**src/rtl/core/psws_pkg.sv**
```systemverilog
// Shared constants and types of the partitioned sliding window sum.
package psws_pkg;

  localparam int unsigned WINDOW_DEPTH = 128;

  localparam int unsigned ROW_W    = 47;
  localparam int unsigned SAMPLE_W = 32;
  localparam int unsigned SUM_W    = 39;
  localparam int unsigned KEY_W    = 32;
  localparam int unsigned PREC_W   = 7;
  localparam int unsigned MOD_W    = 32;

  localparam int unsigned POS_W  = (WINDOW_DEPTH > 1) ? $clog2(WINDOW_DEPTH) : 1;
  localparam int unsigned FILL_W = $clog2(WINDOW_DEPTH + 1);
  localparam int unsigned CNT_W  = $clog2(ROW_W + 1);

  localparam logic [MOD_W-1:0]  DEFAULT_MODULUS  = MOD_W'(997);
  localparam logic [PREC_W-1:0] RESET_PRECEDING  = PREC_W'(5);

  localparam int unsigned CFG_IDX_W  = 2;
  localparam int unsigned CFG_DATA_W = 32;
  localparam logic [CFG_IDX_W-1:0] REG_WINDOW_PRECEDING  = CFG_IDX_W'(0);
  localparam logic [CFG_IDX_W-1:0] REG_PARTITION_MODULUS = CFG_IDX_W'(1);

  localparam int unsigned QUEUE_DEPTH = 2;
  localparam int unsigned QPTR_W      = (QUEUE_DEPTH > 1) ? $clog2(QUEUE_DEPTH) : 1;
  localparam int unsigned QCNT_W      = $clog2(QUEUE_DEPTH + 1);

  // classified row handed from front end to window update
  typedef struct packed {
    logic [KEY_W-1:0]           key;
    logic signed [SAMPLE_W-1:0] sample;
    logic                       start;
  } job_t;

  typedef struct packed {
    logic [PREC_W-1:0] window_preceding;
    logic [MOD_W-1:0]  partition_modulus;
    logic              clear_window;
  } cfg_t;

endpackage

```
**src/rtl/core/psws_intf.sv**
```systemverilog
// Channel interfaces: row input, result output and configuration write.
interface psws_in_if;
  logic                                   valid;
  logic                                   ready;
  logic [psws_pkg::ROW_W-1:0]             row_id;
  logic signed [psws_pkg::SAMPLE_W-1:0]   sample_value;
  logic                                   start_of_scan;

  modport source (output valid, row_id, sample_value, start_of_scan, input ready);
  modport sink   (input valid, row_id, sample_value, start_of_scan, output ready);
endinterface

interface psws_out_if;
  logic                                valid;
  logic                                ready;
  logic signed [psws_pkg::SUM_W-1:0]   window_sum;
  logic [psws_pkg::KEY_W-1:0]          partition_key;

  modport source (output valid, window_sum, partition_key, input ready);
  modport sink   (input valid, window_sum, partition_key, output ready);
endinterface

interface psws_cfg_if;
  logic                                valid;
  logic                                ready;
  logic [psws_pkg::CFG_IDX_W-1:0]      index;
  logic [psws_pkg::CFG_DATA_W-1:0]     data;

  modport source (output valid, index, data, input ready);
  modport sink   (input valid, index, data, output ready);
endinterface

```
**src/rtl/core/partitioned_sliding_window_sum_top.sv**
```systemverilog
// Top level of the partitioned sliding window sum.
// Usage:
//   in_i  : one transaction per row (row_id, sample_value, start_of_scan).
//   out_o : one transaction per row (window_sum, partition_key), in order.
//   cfg_i : register writes; index 0 window_preceding, index 1
//           partition_modulus. Writing window_preceding empties the window.
//           Always ready; write only while no row is in flight.
// Rows: the front end takes a new row only once it has finished the 47-step
// bit-serial remainder of the previous row id and handed that row on; a row
// id of zero skips the remainder. The ring update behind the queue takes one
// row per cycle while the output register is free.
// Reset: window_preceding 5, partition_modulus 997, window empty, previous
// key zero. Ring contents are not cleared; fill count tracks valid slots.
// Stall: a result waits in the output register while out_o.ready is low;
// the queue and front end keep accepting until both fill, then in_i.ready
// stays low.
module partitioned_sliding_window_sum_top (
  input  logic     clk_i,
  input  logic     rst_ni,
  psws_in_if.sink  in_i,
  psws_out_if.source out_o,
  psws_cfg_if.sink cfg_i
);

  logic [psws_pkg::PREC_W-1:0] preceding_q;
  logic [psws_pkg::MOD_W-1:0]  modulus_q;
  logic                        cfg_fire;
  psws_pkg::cfg_t              cfg;

  logic           f_valid, f_ready, q_valid, q_ready;
  psws_pkg::job_t f_job, q_job;

  assign cfg_i.ready = 1'b1;
  assign cfg_fire    = cfg_i.valid && cfg_i.ready;

  always_ff @(posedge clk_i or negedge rst_ni) begin
    if (!rst_ni) begin
      preceding_q <= psws_pkg::RESET_PRECEDING;
      modulus_q   <= psws_pkg::DEFAULT_MODULUS;
    end else if (cfg_fire) begin
      unique case (cfg_i.index)
        psws_pkg::REG_WINDOW_PRECEDING:  preceding_q <= cfg_i.data[psws_pkg::PREC_W-1:0];
        psws_pkg::REG_PARTITION_MODULUS: modulus_q   <= cfg_i.data[psws_pkg::MOD_W-1:0];
        default: ;
      endcase
    end
  end

  assign cfg.window_preceding  = preceding_q;
  assign cfg.partition_modulus = modulus_q;
  assign cfg.clear_window      = cfg_fire && (cfg_i.index == psws_pkg::REG_WINDOW_PRECEDING);

  psws_front u_front (
    .clk_i       (clk_i),
    .rst_ni      (rst_ni),
    .in_i        (in_i),
    .modulus_i   (cfg.partition_modulus),
    .job_valid_o (f_valid),
    .job_ready_i (f_ready),
    .job_o       (f_job)
  );

  psws_queue u_queue (
    .clk_i        (clk_i),
    .rst_ni       (rst_ni),
    .push_valid_i (f_valid),
    .push_ready_o (f_ready),
    .push_data_i  (f_job),
    .pop_valid_o  (q_valid),
    .pop_ready_i  (q_ready),
    .pop_data_o   (q_job)
  );

  psws_back u_back (
    .clk_i       (clk_i),
    .rst_ni      (rst_ni),
    .job_valid_i (q_valid),
    .job_ready_o (q_ready),
    .job_i       (q_job),
    .cfg_i       (cfg),
    .out_o       (out_o)
  );

endmodule

```
**src/rtl/core/psws_front.sv**
```systemverilog
// Front end: accepts rows and derives the partition key by bit-serial remainder.
module psws_front (
  input  logic                   clk_i,
  input  logic                   rst_ni,
  psws_in_if.sink                in_i,
  input  logic [psws_pkg::MOD_W-1:0] modulus_i,
  output logic                   job_valid_o,
  input  logic                   job_ready_i,
  output psws_pkg::job_t         job_o
);

  localparam logic [1:0] ST_IDLE = 2'd0;
  localparam logic [1:0] ST_DIV  = 2'd1;
  localparam logic [1:0] ST_PUSH = 2'd2;

  logic [1:0]                       state_q, state_d;
  logic [psws_pkg::ROW_W-1:0]       dividend_q;
  logic [psws_pkg::MOD_W-1:0]       rem_q;
  logic [psws_pkg::MOD_W-1:0]       modulus_q;
  logic [psws_pkg::CNT_W-1:0]       cnt_q;
  logic                             zero_q;
  logic signed [psws_pkg::SAMPLE_W-1:0] sample_q;
  logic                             start_q;

  logic                             in_fire;
  logic [psws_pkg::MOD_W:0]         trial;
  logic [psws_pkg::MOD_W-1:0]       rem_step;

  assign in_i.ready = (state_q == ST_IDLE);
  assign in_fire    = in_i.valid && in_i.ready;

  // one quotient bit per cycle; remainder always stays below the modulus
  always_comb begin
    trial = {rem_q, dividend_q[psws_pkg::ROW_W-1]};
    if (trial >= {1'b0, modulus_q}) begin
      rem_step = psws_pkg::MOD_W'(trial - {1'b0, modulus_q});
    end else begin
      rem_step = trial[psws_pkg::MOD_W-1:0];
    end
  end

  always_comb begin
    state_d = state_q;
    unique case (state_q)
      ST_IDLE: begin
        if (in_fire) begin
          state_d = (in_i.row_id == '0) ? ST_PUSH : ST_DIV;
        end
      end
      ST_DIV: begin
        if (cnt_q == psws_pkg::CNT_W'(1)) begin
          state_d = ST_PUSH;
        end
      end
      ST_PUSH: begin
        if (job_ready_i) begin
          state_d = ST_IDLE;
        end
      end
      default: state_d = ST_IDLE;
    endcase
  end

  always_ff @(posedge clk_i or negedge rst_ni) begin
    if (!rst_ni) begin
      state_q <= ST_IDLE;
      cnt_q   <= '0;
    end else begin
      state_q <= state_d;
      if (in_fire) begin
        cnt_q <= psws_pkg::CNT_W'(psws_pkg::ROW_W);
      end else if (state_q == ST_DIV) begin
        cnt_q <= cnt_q - psws_pkg::CNT_W'(1);
      end
    end
  end

  always_ff @(posedge clk_i) begin
    if (in_fire) begin
      dividend_q <= in_i.row_id - psws_pkg::ROW_W'(1);
      rem_q      <= '0;
      modulus_q  <= (modulus_i == '0) ? psws_pkg::DEFAULT_MODULUS : modulus_i;
      zero_q     <= (in_i.row_id == '0);
      sample_q   <= in_i.sample_value;
      start_q    <= in_i.start_of_scan;
    end else if (state_q == ST_DIV) begin
      rem_q      <= rem_step;
      dividend_q <= {dividend_q[psws_pkg::ROW_W-2:0], 1'b0};
    end
  end

  assign job_valid_o  = (state_q == ST_PUSH);
  assign job_o.key    = zero_q ? '0 : rem_q + psws_pkg::KEY_W'(1);
  assign job_o.sample = sample_q;
  assign job_o.start  = start_q;

endmodule

```
**src/rtl/core/psws_queue.sv**
```systemverilog
// Short queue between front end and window update.
module psws_queue (
  input  logic           clk_i,
  input  logic           rst_ni,
  input  logic           push_valid_i,
  output logic           push_ready_o,
  input  psws_pkg::job_t push_data_i,
  output logic           pop_valid_o,
  input  logic           pop_ready_i,
  output psws_pkg::job_t pop_data_o
);

  psws_pkg::job_t                  entries_q [psws_pkg::QUEUE_DEPTH];
  logic [psws_pkg::QPTR_W-1:0]     wptr_q, rptr_q;
  logic [psws_pkg::QCNT_W-1:0]     count_q;
  logic                            push, pop;

  assign push_ready_o = (count_q != psws_pkg::QCNT_W'(psws_pkg::QUEUE_DEPTH));
  assign pop_valid_o  = (count_q != '0);
  assign push         = push_valid_i && push_ready_o;
  assign pop          = pop_valid_o && pop_ready_i;
  assign pop_data_o   = entries_q[rptr_q];

  function automatic logic [psws_pkg::QPTR_W-1:0] next_ptr(
    input logic [psws_pkg::QPTR_W-1:0] ptr
  );
    if (ptr == psws_pkg::QPTR_W'(psws_pkg::QUEUE_DEPTH - 1)) begin
      return '0;
    end
    return ptr + psws_pkg::QPTR_W'(1);
  endfunction

  always_ff @(posedge clk_i or negedge rst_ni) begin
    if (!rst_ni) begin
      wptr_q  <= '0;
      rptr_q  <= '0;
      count_q <= '0;
    end else begin
      if (push) begin
        wptr_q <= next_ptr(wptr_q);
      end
      if (pop) begin
        rptr_q <= next_ptr(rptr_q);
      end
      if (push && !pop) begin
        count_q <= count_q + psws_pkg::QCNT_W'(1);
      end else if (pop && !push) begin
        count_q <= count_q - psws_pkg::QCNT_W'(1);
      end
    end
  end

  always_ff @(posedge clk_i) begin
    if (push) begin
      entries_q[wptr_q] <= push_data_i;
    end
  end

endmodule

```
**src/rtl/core/psws_back.sv**
```systemverilog
// Back end: ring buffer update, running sum and result register.
module psws_back (
  input  logic           clk_i,
  input  logic           rst_ni,
  input  logic           job_valid_i,
  output logic           job_ready_o,
  input  psws_pkg::job_t job_i,
  input  psws_pkg::cfg_t cfg_i,
  psws_out_if.source     out_o
);

  logic signed [psws_pkg::SAMPLE_W-1:0] store_q [psws_pkg::WINDOW_DEPTH];
  logic signed [psws_pkg::SAMPLE_W-1:0] rdata_q;

  logic [psws_pkg::FILL_W-1:0]  fill_q;
  logic [psws_pkg::POS_W-1:0]   oldest_q;
  logic [psws_pkg::KEY_W-1:0]   prev_key_q;
  logic signed [psws_pkg::SUM_W-1:0] sum_q;

  logic                         b_valid_q;
  logic signed [psws_pkg::SAMPLE_W-1:0] b_amt_q;
  logic                         b_replace_q;
  logic                         b_clear_q;
  logic [psws_pkg::KEY_W-1:0]   b_key_q;

  logic                         out_valid_q;
  logic signed [psws_pkg::SUM_W-1:0] out_sum_q;
  logic [psws_pkg::KEY_W-1:0]   out_key_q;

  logic [psws_pkg::PREC_W:0]    width_raw;
  logic [psws_pkg::FILL_W-1:0]  width;
  logic                         out_free, b_adv, a_fire, a_clear, append;
  logic [psws_pkg::FILL_W-1:0]  fill_eff, old_eff, old_inc;
  logic [psws_pkg::FILL_W-1:0]  fill_d, oldest_d;
  logic [psws_pkg::POS_W-1:0]   addr;
  logic signed [psws_pkg::SUM_W-1:0] base, amt_ext, old_ext, sum_new;

  always_comb begin
    width_raw = {1'b0, cfg_i.window_preceding} + (psws_pkg::PREC_W + 1)'(1);
    if (32'(width_raw) > 32'(psws_pkg::WINDOW_DEPTH)) begin
      width = psws_pkg::FILL_W'(psws_pkg::WINDOW_DEPTH);
    end else begin
      width = psws_pkg::FILL_W'(width_raw);
    end
  end

  assign out_free    = !out_valid_q || out_o.ready;
  assign b_adv       = b_valid_q && out_free;
  assign job_ready_o = !b_valid_q || b_adv;
  assign a_fire      = job_valid_i && job_ready_o;

  // issue stage: decide append or replace, address the ring
  always_comb begin
    a_clear  = job_i.start || (job_i.key != prev_key_q);
    fill_eff = a_clear ? '0 : fill_q;
    old_eff  = a_clear ? '0 : psws_pkg::FILL_W'(oldest_q);
    if (old_eff >= width) begin
      old_eff = '0;
    end
    append  = (fill_eff < width);
    old_inc = old_eff + psws_pkg::FILL_W'(1);
    if (append) begin
      addr     = fill_eff[psws_pkg::POS_W-1:0];
      fill_d   = fill_eff + psws_pkg::FILL_W'(1);
      oldest_d = old_eff;
    end else begin
      addr     = old_eff[psws_pkg::POS_W-1:0];
      fill_d   = fill_eff;
      oldest_d = (old_inc == width) ? '0 : old_inc;
    end
  end

  // read-first: a replace sees the amount it overwrites
  always_ff @(posedge clk_i) begin
    if (a_fire) begin
      store_q[addr] <= job_i.sample;
      rdata_q       <= store_q[addr];
    end
  end

  always_comb begin
    base    = b_clear_q ? '0 : sum_q;
    amt_ext = {{(psws_pkg::SUM_W - psws_pkg::SAMPLE_W){b_amt_q[psws_pkg::SAMPLE_W-1]}},
               b_amt_q};
    old_ext = b_replace_q
              ? {{(psws_pkg::SUM_W - psws_pkg::SAMPLE_W){rdata_q[psws_pkg::SAMPLE_W-1]}},
                 rdata_q}
              : '0;
    sum_new = base + amt_ext - old_ext;
  end

  always_ff @(posedge clk_i or negedge rst_ni) begin
    if (!rst_ni) begin
      fill_q      <= '0;
      oldest_q    <= '0;
      prev_key_q  <= '0;
      sum_q       <= '0;
      b_valid_q   <= 1'b0;
      out_valid_q <= 1'b0;
    end else begin
      if (cfg_i.clear_window) begin
        fill_q   <= '0;
        oldest_q <= '0;
        sum_q    <= '0;
      end else begin
        if (a_fire) begin
          fill_q   <= fill_d;
          oldest_q <= oldest_d[psws_pkg::POS_W-1:0];
        end
        if (b_adv) begin
          sum_q <= sum_new;
        end
      end
      if (a_fire) begin
        prev_key_q <= job_i.key;
      end
      if (a_fire) begin
        b_valid_q <= 1'b1;
      end else if (b_adv) begin
        b_valid_q <= 1'b0;
      end
      if (b_adv) begin
        out_valid_q <= 1'b1;
      end else if (out_o.ready) begin
        out_valid_q <= 1'b0;
      end
    end
  end

  always_ff @(posedge clk_i) begin
    if (a_fire) begin
      b_amt_q     <= job_i.sample;
      b_replace_q <= !append;
      b_clear_q   <= a_clear;
      b_key_q     <= job_i.key;
    end
    if (b_adv) begin
      out_sum_q <= sum_new;
      out_key_q <= b_key_q;
    end
  end

  assign out_o.valid         = out_valid_q;
  assign out_o.window_sum    = out_sum_q;
  assign out_o.partition_key = out_key_q;

  a_fill_bound: assert property (@(posedge clk_i) disable iff (!rst_ni)
    fill_q <= width)
    else $error("fill count beyond window width");

  a_oldest_only_when_full: assert property (@(posedge clk_i) disable iff (!rst_ni)
    (oldest_q != '0) |-> (fill_q == width))
    else $error("ring pointer moved before window filled");

  a_full_stays_full: assert property (@(posedge clk_i) disable iff (!rst_ni)
    (a_fire && !a_clear && !cfg_i.clear_window && fill_q == width) |=> (fill_q == width))
    else $error("full window lost entries without a clear");

endmodule
```
**src/flat_wrapper.sv**
```systemverilog
// flat-port wrapper written by rule: the top's interface ports become plain ports
module partitioned_sliding_window_sum_top_flat 
  (clk_i, rst_ni, in_i_valid, in_i_row_id, in_i_sample_value, in_i_start_of_scan, in_i_ready, out_o_valid, out_o_window_sum, out_o_partition_key, out_o_ready, cfg_i_valid, cfg_i_index, cfg_i_data, cfg_i_ready);
  psws_in_if in_i_i ();
  psws_out_if out_o_i ();
  psws_cfg_if cfg_i_i ();
  input  logic clk_i;
  input  logic rst_ni;
  input wire logic [$bits(in_i_i.valid)-1:0] in_i_valid;
  input wire logic [$bits(in_i_i.row_id)-1:0] in_i_row_id;
  input wire logic [$bits(in_i_i.sample_value)-1:0] in_i_sample_value;
  input wire logic [$bits(in_i_i.start_of_scan)-1:0] in_i_start_of_scan;
  output wire logic [$bits(in_i_i.ready)-1:0] in_i_ready;
  output wire logic [$bits(out_o_i.valid)-1:0] out_o_valid;
  output wire logic [$bits(out_o_i.window_sum)-1:0] out_o_window_sum;
  output wire logic [$bits(out_o_i.partition_key)-1:0] out_o_partition_key;
  input wire logic [$bits(out_o_i.ready)-1:0] out_o_ready;
  input wire logic [$bits(cfg_i_i.valid)-1:0] cfg_i_valid;
  input wire logic [$bits(cfg_i_i.index)-1:0] cfg_i_index;
  input wire logic [$bits(cfg_i_i.data)-1:0] cfg_i_data;
  output wire logic [$bits(cfg_i_i.ready)-1:0] cfg_i_ready;
  assign in_i_i.valid = in_i_valid;
  assign in_i_i.row_id = in_i_row_id;
  assign in_i_i.sample_value = in_i_sample_value;
  assign in_i_i.start_of_scan = in_i_start_of_scan;
  assign in_i_ready = in_i_i.ready;
  assign out_o_valid = out_o_i.valid;
  assign out_o_window_sum = out_o_i.window_sum;
  assign out_o_partition_key = out_o_i.partition_key;
  assign out_o_i.ready = out_o_ready;
  assign cfg_i_i.valid = cfg_i_valid;
  assign cfg_i_i.index = cfg_i_index;
  assign cfg_i_i.data = cfg_i_data;
  assign cfg_i_ready = cfg_i_i.ready;
  partitioned_sliding_window_sum_top u_core (.clk_i(clk_i), .rst_ni(rst_ni), .in_i(in_i_i), .out_o(out_o_i), .cfg_i(cfg_i_i));
endmodule
```
**config.mk**
```make
export PLATFORM = sky130hd
export DESIGN_NAME = partitioned_sliding_window_sum_top_flat
export DESIGN_NICKNAME = d
export VERILOG_FILES = /design/src/rtl/core/psws_pkg.sv /design/src/rtl/core/psws_intf.sv /design/src/rtl/core/partitioned_sliding_window_sum_top.sv /design/src/rtl/core/psws_front.sv /design/src/rtl/core/psws_queue.sv /design/src/rtl/core/psws_back.sv /design/src/flat_wrapper.sv
export SDC_FILE = /design/constraint.sdc
export NUM_CORES = 2
export LEC_CHECK = 0
export BUFFER_PORTS_ARGS = -buffer_cell sky130_fd_sc_hd__buf_2
export CAP_MARGIN = 15
export CELL_PAD_IN_SITES_DETAIL_PLACEMENT = 1
export CELL_PAD_IN_SITES_GLOBAL_PLACEMENT = 1
export CORE_ASPECT_RATIO = 1.4
export CORE_MARGIN = 10
export CORE_UTILIZATION = 56
export DETAILED_ROUTE_END_ITERATION = 12
export PLACE_DENSITY_LB_ADDON = 0.12
export SLEW_MARGIN = 5
export SYNTH_ARGS = -nofsm -noshare
export SYNTH_HDL_FRONTEND = slang
export SYNTH_MEMORY_MAX_BITS = 65536
export SYNTH_SLANG_ARGS = --single-unit
```
**constraint.sdc**
```tcl
create_clock -name clk_i -period 12.7 [get_ports clk_i]
set_clock_uncertainty 0.2 [all_clocks]
set_input_delay 1.27 -clock clk_i [delete_from_list [all_inputs] [get_ports clk_i]]
set_output_delay 1.27 -clock clk_i [all_outputs]
set_load 0.02 [all_outputs]
```
==> flow_summary.ini <==
[synth]
yosysUniqueCellTypes = 86
synth_flop_cell = edfxtp_1
synth.avg_cell_area_um2 = 19.73
yosys.area.top_type_share_pct = 73.52
netlist_instances = 9334
yosysMostFrequentCell = edfxtp_1
synth_edf_count = 4508
synthesis.nets = 9586
synth_commonest_cells = edfxtp_1, mux4_2, nand2_1, nor2_1, a22oi_1
synthAdderAreaFrac_pct = 1.063
muxShareOfSynthArea_pct = 13.12
synthArstFlopShare_pct = 2.971
yosysTopAreaCell = edfxtp_1
synth.area.top_cells = edfxtp_1, mux4_2, dfrtp_1
netlist_area_mm2 = 0.1841
synth-compound-area-share_pct = 3.877
yosys_warnings = 0
yosys.area_share.simple_pct = 3.562
seq_area_frac_synth_pct = 75.77
synth-xor-area-share_pct = 0.8277
ys_seq_elements = 4679
synth_top_family_by_area = multiplexers

[timing]
whs_ns = 0.2180
setup_viol = 0
rsz0062_at_grt = no
max-slew-margin-rel_pct = 8.067
fin_setup_tns_ns = 0
setup_slack_ns = 2.506
timing.final.crit_share_pct = 80.27
hold_viol_final = 0
tightest_slew_ns = 1.379
slew_violations = 0
fmax_mhz = 98.10
min_period_ns = 10.19

[setup_path]
reg2reg_from = u_core.u_queue.rptr_q$_DFFE_PN0P_
reg2reg_to = u_core.u_back.rdata_q[21]$_DFFE_PP_
criticalPathCategory = register to register
worstPathArrival_ns = 10.66
crit_slowest_cell = o21ai_0
critPathMaxStageDelay_ns = 0.95
crit_chain = mux2_2, xnor2_1, nand4_1, nor3_1, and4_4, inv_1, buf_4, nor2_1, ha_1, nor2_1, nor2_1, a21boi_1, mux2i_1, nor2_4, buf_4, buf_4, buf_4, mux4_2, a22oi_1, nand3_1, o21ai_0, nor3_1
ff2ff_path_depth = 22
start_kind = register
required_ns = 13.17
crit_fanout = 51
regToRegSetupSlack_ns = 2.51
end_kind = register
crit_top_cell = buf_4

[grt]
grt_max_degree = 139
grt_pass1_vias = 102167
grt_antenna_before_repair = 45
grtUsageTotal_pct = 30.59
grt_overflow_total = 0
grt_pass1_wl_um = 776600

[die]
die_h_um = 698.4
die_x_um = 504.6
core.rowCount = 249
ios = 193
dieArea_mm2 = 0.3524
start_util_pct = 56.12
core_region_area_mm2 = 0.3281

[cells_and_area]
nets = 10022
drive_gt1_share_pct = 23.61
stdcell_count = 14603
utilization_pct = 63.12
stdcell_area_mm2 = 0.2071
filler_cell_count = 27097
synthToLayoutAreaGrowth_pct = 12.48

[route]
drt-met1-wl_um = 199900
ant_nets = 0
wirelength_um = 548500
routed.top_layer = met5
first_pass_iters = 7
wl_per_cell_um = 37.56
met3WireLength_um = 47820
drc = 0
route.met2.wl_um = 271500
drtIter0Drc = 13128
via_per_inst = 6.718
num_vias = 98109

[power]
power_density_mw_per_mm2 = 193.6
p_leak_nw = 67.39
vdd_drop_max_mv = 0.2216
p_total_mw = 40.09

[cts]
htree_levels = 5
clk_pin_slew_ns = 0.07
cts_root_buf = clkbuf_16
clk_path_buf_depth = 4
cts-resized-gates = 0
clk_latency_ns = 0.97
cts_setup_buffers = 0
cts_buffers = 434
ctsHoldBuffers = 1
clock_sinks = 4679
cts_tree = yes

[run_status]
outcome = completed

[worst_hold_path]
whs_path_depth = 0
hold_end = u_core.u_back.out_o.partition_key[16]$_DFFE_PP_
hp-start = u_core.u_back.b_key_q[16]$_DFFE_PP_
hold_class = register to register

[placement]
place_ws_ns = 2.593
port_buffers = 191
place_congestion = 0.8559
hpwl_um = 331900
dpl_cell_area_mm2 = 0.1923
place_inst = 13709

[run]
max_cap_viol_count = 0
## flip-flops by register name (all words and copies together) (netlist names), 32 cells and up
| signal | count |
|---|---|
| u_core.u_back.store_q | 4096 |
| u_core.u_queue.entries_q | 130 |
| u_core.u_front.dividend_q | 47 |
| u_core.u_back.out_o.window_sum | 39 |
| u_core.u_back.sum_q | 39 |
| u_core.modulus_q | 32 |
| u_core.u_back.b_amt_q | 32 |
| u_core.u_back.b_key_q | 32 |
| u_core.u_back.out_o.partition_key | 32 |
| u_core.u_back.prev_key_q | 32 |
| u_core.u_back.rdata_q | 32 |
| u_core.u_front.modulus_q | 32 |
| u_core.u_front.rem_q | 32 |
| u_core.u_front.sample_q | 32 |
## worst max-delay path by stage
stage | startpoint | endpoint | cells after the start
after floorplan | u_core.u_queue.rptr_q$_DFFE_PN0P_ | u_core.u_back.store_q[73][0]$_DFFE_PP_ | 26
after global placement | u_core.u_queue.rptr_q$_DFFE_PN0P_ | u_core.u_back.rdata_q[14]$_DFFE_PP_ | 21
after detailed placement | u_core.u_queue.rptr_q$_DFFE_PN0P_ | u_core.u_back.rdata_q[21]$_DFFE_PP_ | 21
after CTS | u_core.u_queue.rptr_q$_DFFE_PN0P_ | u_core.u_back.rdata_q[21]$_DFFE_PP_ | 21
after global routing | u_core.u_queue.rptr_q$_DFFE_PN0P_ | u_core.u_back.rdata_q[21]$_DFFE_PP_ | 22
final | u_core.u_queue.rptr_q$_DFFE_PN0P_ | u_core.u_back.rdata_q[21]$_DFFE_PP_ | 22
## power breakdown
group / leakage (nW) / switching (mW) / total, mW / internal [mW]
Sequential: 42.7 / 0.658 / 20.1 / 19.4
Clock: 6.97 / 5.76 / 13.3 / 7.53
Combinational: 17.8 / 4.99 / 6.74 / 1.75
## critical path, delay by kind of cell, from the launching register on
kind / cells / cell delay (ns)
simple gates: 9 / 3.00
buf+inv: 5 / 2.30
flops: 1 / 0.79
compound gates: 3 / 1.77
fa+ha+maj: 1 / 0.27
xor+xnor: 1 / 0.23
mux: 3 / 1.23
## cell usage in the layout, fill, tap and decap left out, types with 97 or more instances in the layout
| master | count |
|---|---|
| a21oi_1 | 165 |
| a22oi_1 | 260 |
| buf_2 | 190 |
| buf_4 | 266 |
| clkbuf_16 | 442 |
| dfrtp_1 | 129 |
| edfxtp_1 | 4508 |
| inv_1 | 193 |
| mux2i_1 | 199 |
| mux4_2 | 934 |
| nand2_1 | 453 |
| nand3_1 | 179 |
| nor2_1 | 167 |
| nor2_4 | 106 |
| o21ai_0 | 163 |
| xnor2_1 | 97 |
## area by class of cell
| type | instances | area [um2] | share of cell area (%) |
|---|---|---|---|
| clock inverter | 262 | 2739 | 1.323 |
| antenna | 77 | 192.7 | 0.09305 |
| tap | 4392 | 5495 | 2.654 |
| sequential | 4679 | 139500 | 67.37 |
| clock buffer | 538 | 11550 | 5.578 |
| inverter | 198 | 753.2 | 0.3637 |
| multi-input combinational | 3938 | 42670 | 20.60 |
| timing repair buffer | 519 | 4183 | 2.020 |
## cells by family (layout without fill, tap and decap cells)
group,after synthesis,count (layout)
AOI/OAI and AO/OA,1018,1018
other,1,78
muxes,1232,1232
DFF,4679,4679
adders and majority gates,133,133
and+or+nand+nor,1380,1380
buffers and inverters,717,1517
xor gates and xnor gates,174,174
## routing by layer
layer	up-vias	track usage (%)
met4	16	13.82
li1	39025	-
met2	5516	50.30
met1	52526	40.51
met5	-	0
met3	1026	5.182
No activity file was read; power rests on OpenSTA's default activity.
